### src/hw/rtl/btk_pkg.sv
package btk_pkg;

	localparam int MAX_WIDTH_DEF = 256;
	localparam int APB_AW        = 3;

	localparam logic [1:0] KIND_CLEAR = 2'd0;
	localparam logic [1:0] KIND_PUSH  = 2'd1;
	localparam logic [1:0] KIND_READ  = 2'd2;

	localparam logic [APB_AW-1:0] ADDR_WIDTH_CFG = 3'd0;

	typedef struct packed {
		logic [1:0]         kind;
		logic signed [31:0] score;
		logic [63:0]        hash;
		logic [15:0]        parent_index;
		logic [31:0]        action_code;
		logic [23:0]        node_id;
		logic [15:0]        turn_tag;
		logic [7:0]         read_index;
	} in_item_t;

	typedef struct packed {
		logic               accepted;
		logic               evicted_valid;
		logic [23:0]        evicted_node_id;
		logic signed [31:0] threshold_score;
		logic               threshold_is_inf;
		logic [8:0]         entry_count;
		logic signed [31:0] rd_score;
		logic [63:0]        rd_hash;
		logic [15:0]        rd_parent;
		logic [31:0]        rd_action;
		logic [23:0]        rd_node_id;
		logic [15:0]        rd_turn_tag;
	} out_item_t;

	typedef struct packed {
		logic signed [31:0] score;
		logic [63:0]        hash;
		logic [15:0]        parent;
		logic [31:0]        action;
		logic [23:0]        node_id;
		logic [15:0]        turn;
	} slot_t;

	typedef struct packed {
		logic load;
		logic scan_start;
		logic scan_run;
		logic commit;
		logic thr_take;
		logic rd_issue;
		logic emit;
	} cmd_t;

	typedef struct packed {
		logic       scan_done;
		logic [1:0] kind;
	} sts_t;

endpackage

### src/hw/rtl/btk_ctrl.sv
module btk_ctrl (
	input  logic          clk,
	input  logic          arst_n,
	input  logic          in_valid,
	output logic          in_ready,
	output logic          out_valid,
	input  logic          out_ready,
	input  logic [1:0]    in_kind,
	input  btk_pkg::sts_t sts,
	output btk_pkg::cmd_t cmd
);

	localparam logic [2:0] S_IDLE   = 3'd0;
	localparam logic [2:0] S_SCAN1  = 3'd1;
	localparam logic [2:0] S_COMMIT = 3'd2;
	localparam logic [2:0] S_SCAN2  = 3'd3;
	localparam logic [2:0] S_RD     = 3'd4;
	localparam logic [2:0] S_RDT    = 3'd5;
	localparam logic [2:0] S_EMIT   = 3'd6;
	localparam logic [2:0] S_OUT    = 3'd7;

	logic [2:0] state_q, state_d;

	assign in_ready  = (state_q == S_IDLE);
	assign out_valid = (state_q == S_OUT);

	always_comb begin
		state_d = state_q;
		cmd     = '0;
		unique case (state_q)
			S_IDLE: begin
				if (in_valid) begin
					cmd.load = 1'b1;
					if (in_kind == btk_pkg::KIND_PUSH) begin
						cmd.scan_start = 1'b1;
						state_d = S_SCAN1;
					end else if (in_kind == btk_pkg::KIND_CLEAR) begin
						state_d = S_COMMIT;
					end else begin
						state_d = S_RD;
					end
				end
			end
			S_SCAN1: begin
				cmd.scan_run = 1'b1;
				if (sts.scan_done) state_d = S_COMMIT;
			end
			S_COMMIT: begin
				cmd.commit = 1'b1;
				if (sts.kind == btk_pkg::KIND_PUSH) begin
					cmd.scan_start = 1'b1;
					state_d = S_SCAN2;
				end else begin
					state_d = S_EMIT;
				end
			end
			S_SCAN2: begin
				cmd.scan_run = 1'b1;
				if (sts.scan_done) begin
					cmd.thr_take = 1'b1;
					state_d = S_EMIT;
				end
			end
			S_RD: begin
				cmd.rd_issue = 1'b1;
				state_d = S_RDT;
			end
			S_RDT: begin
				cmd.emit = 1'b1;
				state_d = S_OUT;
			end
			S_EMIT: begin
				cmd.emit = 1'b1;
				state_d = S_OUT;
			end
			S_OUT: begin
				if (out_ready) state_d = S_IDLE;
			end
			default: state_d = S_IDLE;
		endcase
	end

	always_ff @(posedge clk or negedge arst_n) begin
		if (!arst_n) state_q <= S_IDLE;
		else state_q <= state_d;
	end

	a_one_item: assert property (@(posedge clk) disable iff (!arst_n)
		!(in_ready && out_valid)) else $error("input open while result pending");
	a_emit_then_out: assert property (@(posedge clk) disable iff (!arst_n)
		cmd.emit |=> out_valid) else $error("emit not followed by result");

endmodule

### config.mk
export PLATFORM = sky130hd
export DESIGN_NAME = btk_ctrl
export DESIGN_NICKNAME = d
export VERILOG_FILES = /design/src/hw/rtl/btk_pkg.sv /design/src/hw/rtl/btk_ctrl.sv
export SDC_FILE = /design/constraint.sdc
export NUM_CORES = 1
export LEC_CHECK = 0
export BUFFER_PORTS_ARGS = -buffer_cell sky130_fd_sc_hd__buf_2
export CAP_MARGIN = 5
export CORE_AREA = 2 2 39 41
export CTS_CLUSTER_DIAMETER = 40
export DETAILED_ROUTE_END_ITERATION = 6
export DIE_AREA = 0 0 41 43
export GPL_TIMING_DRIVEN = 0
export PLACE_DENSITY = 0.5
export SYNTH_ARGS = -nofsm -noshare
export SYNTH_HDL_FRONTEND = slang
export SYNTH_SLANG_ARGS = --single-unit
### constraint.sdc
create_clock -name clk -period 1.45 [get_ports clk]
set_input_delay 0.0725 -clock clk [delete_from_list [all_inputs] [get_ports clk]]
set_output_delay 0.0725 -clock clk [all_outputs]
set_load 0.005 [all_outputs]
# Word-level counts from Yosys, hierarchy flattened
# Index checks and enable logic that the tools add are counted.
[totals] reg_bits=3 input_bits=9 output_inout_bits=9 elab_cells=38
[op_classes] eq_ne=13 n_mux=19 n_reduce_logical=5
[op_table] op="$mux W3" n=7
[op_table] op="$pmux W3 S7" n=1
[op_table] op="$eq A3 B3 Y1 const B" n=4
[op_table] op="$mux W1" n=9
[op_table] op="$eq A3 B2 Y1 const B" n=2
[op_table] op="$ne A2 B2 Y1 const B" n=3
[op_table] op="$eq A2 B1 Y1 const B" n=2
[op_table] op="$reduce_and A4 Y1" n=1
[op_table] op="$reduce_or A2 Y1" n=2
[op_table] op="$eq A3 B1 Y1 const B" n=1
[op_table] op="$logic_not A3 Y1" n=1
[op_table] op="$logic_not A2 Y1" n=1
[op_table] op="$mux W2" n=1
[op_table] op="$ne A2 B1 Y1 const B" n=1
[op_table] op="$pmux W1 S2" n=1

# Depth between registers and ports, before layout
# Gate-level depths: netlist of run 1.
[depth] depth_word=5 ltp_mapped=4 depth_no_buf=3

# Worst setup path before layout of run 1
# OpenSTA, ideal clock, no wires.
[synth_timing] path_kind="register to register" start="register state_q[1]" end="register state_q[2]" setup_ns=0.096 t_arrival_ns=1.081 required_ns=1.354 path_slack_ns=0.273 stages_incl_launch_ff=5 n_path_buf=1 synth_period_minus_slack_ns=1.177 cell_sequence="dfrtp_1 > buf_6 > or2b_1 > and3_4 > o32ai_2"
[synth_between] elab_chain_len=3 word_cells_on_any_way=15 cone_classes="11 x eq/ne; 1 x mux; 3 x reduce/logical"
[synth_rtl] element="start: declaration" line="btk_ctrl.sv:22" source="logic [2:0] state_q, state_d;"
[synth_rtl] element="start signal: assignment" line="btk_ctrl.sv:85" source="else state_q <= state_d;"
[synth_rtl] element="$eq A3 B3 Y1, or another cell as far along" line="btk_ctrl.sv:30" source="unique case (state_q)"
[synth_rtl] element="$reduce_or A2 Y1 (no source line), or another cell as far along"
[synth_rtl] element="$pmux W3 S7 / $reduce_and A4 Y1 (equally long branches)"
# Several ways; a longest one is shown, not always the timed one.
# A chain may end at the register's enable or synchronous reset.

==> results.py, run 1 <==
metrics = {
    "floorplan": {
        "die_h_um": 43,
        "start_util": 0.250,
        "fp-row-count": 14,
        "io_pins": 18,
        "die_area_um2": 1760,
        "core_area_um2": 1380,
        "die_x_um": 41,
    },
    "cts": {
        "cts_setup_buffers": 0,
        "clock_latency_ps": 230,
        "cts_sinks": 3,
        "cts_buffers": 3,
        "cts_tree": "yes",
        "clk_path_buf_depth": 2,
        "htreeDepth": 1,
        "root_buffer": "clkbuf_4",
        "clkSlewWorstSetupHoldPaths_ps": 40,
    },
    "grt": {
        "antenna_found_initial": 0,
        "grt_remaining_overflow": 0,
        "grt_pass1_vias": 335,
        "grt_pass1_wl_um": 1320,
        "grt_start_max_net_pins": 11,
        "grt_usage": 0.108,
    },
    "pwr": {
        "power_frac_seq": 0.191,
        "swShare": 0.414,
        "p_leak_nw": 0.279,
        "p_per_area_nw_per_um2": 1910,
        "p_clk_frac": 0.150,
        "p_comb_frac": 0.659,
        "vdd_drop_max_mv": 0.737,
        "p_int_mw": 0.567,
        "p_sw_mw": 0.401,
    },
    "sta": {
        "clock_skew_ps": 1.09,
        "setup_violations": 0,
        "slew_headroom": 0.750,
        "max_clock_freq_ghz": 0.731,
        "slew_viol_final": 0,
        "hold_viol_final": 0,
        "fin_tns_setup_ps": 0,
        "finalCritPeriodShare": 0.944,
        "worst_pin_slew_ps": 369,
        "rsz0062_at_grt": "no",
        "min_period_ps": 1370,
    },
    "synthesis": {
        "synth_top_family_by_area": "simple AND/OR/NAND/NOR gates",
        "synthXorXnorAreaFrac": 0.0254,
        "avgSynthCellArea_um2": 8.22,
        "ys_warn_count": 0,
        "synth_area_um2": 345,
        "ys_async_sr_fraction": 1.00,
        "syn-instance-count": 42,
        "synth_compound_area_frac": 0.214,
        "synthTopCellsByArea": "dfrtp_1, buf_6, inv_1",
        "synth_top_area_cell": "dfrtp_1",
        "synthAdderAreaFrac": 0,
        "syn_nets": 51,
        "yosysSeqAreaShare": 0.217,
        "synth_mux_area_frac": 0,
        "synthFlopType": "dfrtp_1",
        "synth_edf_count": 0,
        "yosysTopAreaCellShare": 0.217,
        "yosys.area_share.simple": 0.409,
        "synth_seq_cells": 3,
        "synth.distinct_cells": 27,
    },
    "setup_path": {
        "crit_fanout": 10,
        "end_kind": "primary output",
        "ff2ff_setup_slack_ps": 150,
        "critPathKind": "flip-flop to primary output",
        "cp.required_ps": 1380,
        "ff2ff_path_depth": 3,
        "cp-start-kind": "flip-flop",
        "crit_arrival_ps": 1300,
        "r2r-start": "state_q[0]",
        "r2r_end": "state_q[0]",
    },
    "place": {
        "place_area_um2": 450,
        "port_buffers": 17,
        "dp.cells": 75,
        "hpwl_um": 643,
        "place_congestion": 0.693,
    },
    "detailed_routing": {
        "ant_nets": 0,
        "firstDrtPassIters": 2,
        "drc_errors": 0,
        "wl_per_cell_um": 10.3,
        "first_iter_violations": 1,
        "routed_wl_um": 825,
        "vias_per_cell": 4.54,
        "vias": 363,
    },
    "cells_and_area": {
        "layout-drive-gt1-share": 0.453,
        "largest_reg_flops": 3,
        "area_delta_synth_final_pct": 47.1,
        "regMostFlops": "state_q",
        "reg_top3": "state_q: 3 flops",
        "multi_input_area_um2": 238,
        "fillers": 167,
        "num_antenna_cells": 0,
        "final_cells": 80,
        "finalNetCount": 74,
        "mostFrequentLayoutCell": "buf_2",
        "final_cell_mix": "buf_2, inv_1, nor2_1",
        "fin_area_um2": 508,
        "register_area_um2": 76.3,
    },
    "hold_path": {
        "worstHoldEndpoint": "state_q[1]",
        "worstHoldPathType": "primary input to flip-flop",
        "hold_depth": 2,
        "hold_start": "out_ready",
    },
    "run": {
        "maxCapViolCount": 0,
    },
    "status": {
        "status": "complete, no violations",
    },
}
stage by stage:
step                hold slack, ps  total power, mW   util  worst slack, ps
CTS                           78.9            0.940  0.352             7.84
finish                        84.9            0.968  0.367             81.3
global route                  92.3             1.07  0.367             11.5
global placement              -131            0.786  0.325              132
floorplan                     -223            0.613      -              273
detailed placement            -128            0.780  0.325              194
cells in the mapped netlist, types with 2 or more instances:
library cell	n
nor2_1	4
nand3_1	3
nand2b_1	2
and2_1	2
nor3_1	2
buf_6	2
inv_1	5
dfrtp_1	3
worst max-delay path, cell delays in order (launching register included):
cell and delay [ps]:
dfrtp_2 440, buf_6 160, o41ai_2 310, buf_2 160
cell families (layout without fill, tap and decap cells):
logic type	Yosys count	after routing
flops	3	3
compound gates	7	7
buf+inv	8	30
simple gates	23	23
xor+xnor	1	1
repair_timing:
item | CTS | global route
endpoints found under the setup margin | 0 | 2
gates resized for setup | 0 | 6
hold endpoints to repair | 3 | 0
hold buffers | 1 | 0
how the worst max path moves through the flow:
stage	startpoint	end	slack [ps]
final	state_q[0]	cmd[5]	80
after floorplan	state_q[1]	state_q[2]	270
after global routing	state_q[2]	cmd[5]	10
after CTS	state_q[0]	cmd[5]	8
after global placement	state_q[0]	state_q[0]	130
after detailed placement	state_q[1]	state_q[2]	190
cell type report:
| class | instances | share of cell area |
|---|---|---|
| Buffer | 3 | 0.0665 |
| Clock buffer | 4 | 0.0517 |
| Inverter | 5 | 0.0369 |
| Multi-Input combinational cell | 31 | 0.468 |
| Sequential cell | 3 | 0.150 |
| Tap cell | 16 | 0.0394 |
| Timing Repair Buffer | 18 | 0.187 |
power groups by stage:
stage	Sequential [mW]	Clock [mW]	Combinational (mW)
2_1_floorplan	0.162	0	0.451
3_3_place_gp	0.171	0	0.615
3_5_place_dp	0.170	0	0.610
4_1_cts	0.170	0.155	0.615
5_1_grt	0.194	0.157	0.716
6_report	0.185	0.145	0.638
metal layers:
layer	GRT usage	routed length [um]	vias to the layer above	part of all wire
li1	-	-	194	-
met4	0.0600	0	0	0
met5	0	0	-	0
met1	0.142	387	158	0.47
met3	0.0157	53	0	0.064
met2	0.159	383	11	0.46
No activity file was read; power rests on OpenSTA's default activity.
==> inputs of run 2 (changes only) <==
- BUFFER_PORTS_ARGS: -buffer_cell sky130_fd_sc_hd__buf_2 -> not set
- DONT_BUFFER_PORTS: not set -> 1
- PLACE_DENSITY: 0.5 -> not set
==> results.py, run 2 (synthesis gave the netlist of run 1 again) <==
metrics = {
    "floorplan": {
        "die_area_um2": 1760,
        "core_area_um2": 1380,
        "start_util": 0.250,
        "fp-row-count": 14,
        "die_x_um": 41,
        "die_h_um": 43,
        "io_pins": 18,
    },
    "cts": {
        "htreeDepth": 1,
        "clkSlewWorstSetupHoldPaths_ps": 40,
        "cts_sinks": 3,
        "clock_latency_ps": 230,
        "cts_buffers": 3,
        "cts_tree": "yes",
        "root_buffer": "clkbuf_4",
        "clk_path_buf_depth": 2,
        "cts_setup_buffers": 0,
    },
    "pwr": {
        "p_leak_nw": 0.200,
        "p_per_area_nw_per_um2": 2050,
        "total_power_mw": 0.857,
        "vdd_drop_max_mv": 0.793,
    },
    "grt": {
        "antenna_found_initial": 0,
        "top_usage_layer": "met2",
        "grt_remaining_overflow": 0,
        "grt_pass1_vias": 295,
        "use_met3": 0.0314,
        "grtUsageMet1": 0.142,
        "grt_pass1_wl_um": 1240,
        "grt_usage": 0.109,
        "grt_start_max_net_pins": 11,
        "met2_usage": 0.144,
    },
    "detailed_routing": {
        "first_iter_violations": 10,
        "drc_errors": 0,
        "wl_per_cell_um": 12.8,
        "firstDrtPassIters": 4,
        "vias_per_cell": 5.06,
        "vias": 324,
        "ant_nets": 0,
        "routed_wl_um": 817,
    },
    "cells_and_area": {
        "fin_util": 0.303,
        "regMostFlops": "state_q",
        "final_cell_mix": "inv_1, nor2_1, nand3_1, clkbuf_4, dfrtp_1",
        "mostFrequentLayoutCell": "inv_1",
        "layout-drive-gt1-share": 0.229,
        "fin_area_um2": 419,
        "num_antenna_cells": 0,
        "largest_reg_flops": 3,
        "finalNetCount": 58,
        "reg_top3": "state_q: 3 flops",
        "area_delta_synth_final_pct": 21.4,
    },
    "setup_path": {
        "critPathKind": "flip-flop to primary output",
        "end_kind": "primary output",
        "crit_arrival_ps": 1250,
        "crit_fanout": 10,
        "cp.required_ps": 1380,
        "cp-start-kind": "flip-flop",
    },
    "run": {
        "maxCapViolCount": 0,
    },
    "sta": {
        "slew_viol_final": 0,
        "rsz0062_at_grt": "no",
        "fin_tns_setup_ps": 0,
        "setup_violations": 0,
        "max_clock_freq_ghz": 0.758,
        "min_period_ps": 1320,
        "whs_ps": 41.2,
        "hold_viol_final": 0,
        "slew_headroom": 0.731,
        "finalCritPeriodShare": 0.910,
        "clock_skew_ps": 3.00,
        "worst_pin_slew_ps": 398,
    },
    "place": {
        "place_congestion": 0.705,
        "port_buffers": 0,
        "place_area_um2": 365,
        "hpwl_um": 625,
    },
    "status": {
        "status": "complete, no violations",
    },
    "hold_path": {
        "worstHoldPathType": "primary input to flip-flop",
    },
}
[run 2: timing repair]
item                       in CTS  in global routing
hold endpoints to repair        5                  0
hold buffers                    2                  0
setup endpoints to repair       0                  1
resized for setup               0                  1
[run 2: path summary, 6_finish.rpt]
kind	slack, ps	cells past startpoint	start	endpoint
hold / removal	40	2	out_ready	state_q[0]
max in group asynchronous	1210	1	arst_n	state_q[2]
hold reg to reg	750	3	state_q[1]	state_q[1]
min in group asynchronous	90	1	arst_n	state_q[1]
setup reg to reg	160	3	state_q[0]	state_q[0]
setup / recovery	130	2	state_q[0]	cmd[5]
[run 2: power breakdown]
part	internal, mW	switching, mW
registers	0.126	0.0450
logic	0.256	0.283
clock network	0.103	0.0444
total	0.485	0.372
[run 2: layer usage]
layer  wire length (um)  part of all wire
met1                388              0.47
met2                389              0.48
met3                 39             0.048
met4                  0                 0
met5                  0                 0
[run 2: layout make-up]
type | count | area (um^2)
buffer | 3 | 27.5
clock buffer | 4 | 26.3
fill | 149 | 965
inverter | 5 | 18.8
multi-input combinational | 31 | 231
sequential | 3 | 75.1
tap | 16 | 20.0
timing repair buffer | 2 | 20.0
[run 2: critical path: stages (launching register included)]
cell and delay [ps]:
dfrtp_1 410, buf_2 210, o41ai_2 390
[run 2: through the flow]
| stage | std cells | setup WS (ps) |
|---|---|---|
| floorplan | 42 | 273 |
| global placement | 58 | 152 |
| detailed placement | 58 | 179 |
| CTS | 64 | 37.0 |
| global route | 64 | 43.8 |
| finish | 64 | 130 |
==> inputs of run 3 (changes only) <==
- GPL_TIMING_DRIVEN: 0 -> not set
==> results.py, run 3 (synthesis gave the netlist of run 1 again) <==
metrics = {
    "status": {
        "status": "complete, no violations",
    },
    "sta": {
        "rsz0062_at_grt": "no",
        "whs_ps": 48.2,
        "hold_viol_final": 0,
        "fin_tns_setup_ps": 0,
        "slew_headroom": 0.806,
        "finalCritPeriodShare": 0.935,
        "clock_skew_ps": 1.27,
        "max_clock_freq_ghz": 0.738,
        "min_period_ps": 1360,
        "setup_ws_ps": 95.0,
        "slew_viol_final": 0,
        "setup_violations": 0,
        "worst_pin_slew_ps": 287,
    },
    "setup_path": {
        "crit_arrival_ps": 1280,
        "crit_chain": "nor3_2 -> buf_4 -> nand4_1 -> o41ai_2",
        "worst-path-buf-inv": 1,
        "crit_slowest_cell": "dfrtp_1",
        "critPathKind": "flip-flop to primary output",
        "crit_family": "flip-flops",
        "cp.required_ps": 1380,
        "end_kind": "primary output",
        "crit_fanout": 7,
        "cpPeakStageDelay_ps": 460,
        "cp-start-kind": "flip-flop",
    },
    "pwr": {
        "p_clk_frac": 0.166,
        "power_frac_seq": 0.246,
        "p_comb_frac": 0.588,
        "swShare": 0.423,
        "p_sw_mw": 0.369,
        "vdd_drop_max_mv": 0.456,
        "p_leak_nw": 0.209,
        "p_int_mw": 0.503,
        "total_power_mw": 0.872,
        "p_per_area_nw_per_um2": 2000,
    },
    "cells_and_area": {
        "finalNetCount": 60,
        "final_cell_mix": "inv_1, buf_4, nor2_1",
        "regMostFlops": "state_q",
        "num_antenna_cells": 0,
        "layout-drive-gt1-share": 0.280,
        "reg_top3": "state_q: 3 flops",
        "final_cells": 66,
        "fin_util": 0.315,
        "area_delta_synth_final_pct": 26.1,
        "largest_reg_flops": 3,
        "fin_area_um2": 435,
    },
    "cts": {
        "cts_buffers": 3,
        "clkSlewWorstSetupHoldPaths_ps": 40,
        "cts_tree": "yes",
        "cts_setup_buffers": 0,
        "htreeDepth": 1,
        "root_buffer": "clkbuf_4",
        "cts_sinks": 3,
        "clock_latency_ps": 230,
        "clk_path_buf_depth": 2,
    },
    "hold_path": {
        "worstHoldPathType": "primary input to flip-flop",
    },
    "grt": {
        "grt_pass1_vias": 320,
        "grt_usage": 0.105,
        "grt_start_max_net_pins": 11,
        "grt_pass1_wl_um": 1170,
        "grt_remaining_overflow": 0,
        "antenna_found_initial": 0,
    },
    "detailed_routing": {
        "ant_nets": 0,
        "vias_per_cell": 5.03,
        "firstDrtPassIters": 4,
        "drc_errors": 0,
        "vias": 332,
        "first_iter_violations": 4,
        "routed_wl_um": 821,
        "wl_per_cell_um": 12.4,
    },
    "floorplan": {
        "die_h_um": 43,
        "fp-row-count": 14,
        "io_pins": 18,
        "start_util": 0.250,
        "core_area_um2": 1380,
        "die_area_um2": 1760,
        "die_x_um": 41,
    },
    "place": {
        "place_congestion": 0.753,
        "place_ws_ps": 89.2,
        "place_area_um2": 375,
        "port_buffers": 0,
        "hpwl_um": 668,
        "dp.cells": 60,
    },
    "run": {
        "maxCapViolCount": 0,
    },
}
[run 3: cell types whose count changed in the layout (fill, tap and decap cells not counted), sizes merged]
| cell | change |
|---|---|
| buf | +2 |
[run 3: power groups by stage]
stage	clock, mW	sequential, mW	combinational, mW
after global routing	0.157	0.227	0.567
after floorplan	0	0.162	0.451
final	0.144	0.215	0.513
after global placement	0	0.210	0.496
after detailed placement	0	0.215	0.498
after CTS	0.152	0.214	0.508
[run 3: worst register-to-register path: stages (launching register included)]
cell and delay, ps:
dfrtp_1 460, nor4bb_2 370, a311oi_1 100, o31ai_1 280
[run 3: layer usage]
| metal | vias to the layer above | GRT usage | part of all wire |
|---|---|---|---|
| li1 | 166 | - | - |
| met1 | 157 | 0.0903 | 0.44 |
| met2 | 7 | 0.172 | 0.52 |
| met3 | 2 | 0.0471 | 0.035 |
| met4 | 0 | 0.0800 | 0.0049 |
| met5 | - | 0 | 0 |
[run 3: cell type report]
cell class	instances	area [um^2]
Fill cell	148	948
Inverter	5	18.8
Multi-Input combinational cell	31	238
Tap cell	16	20.0
Sequential cell	3	75.1
Clock buffer	4	26.3
Timing Repair Buffer	7	57.6
[run 3: worst paths after layout]
kind	startpoint	endpoint	slack, ps	cells after the start
setup reg to reg	state_q[0]	state_q[0]	130	3
hold reg to reg	state_q[1]	state_q[1]	820	3
setup / recovery	state_q[0]	cmd[5]	90	4
min in group asynchronous	arst_n	state_q[2]	90	1
hold / removal	out_ready	state_q[0]	50	2
max in group asynchronous	arst_n	state_q[1]	1210	1
[run 3: timing repair]
item | CTS | global route
hold buffers | 2 | 0
resized for setup | 0 | 2
setup endpoints to repair | 0 | 2
endpoints found under the hold margin | 5 | 0
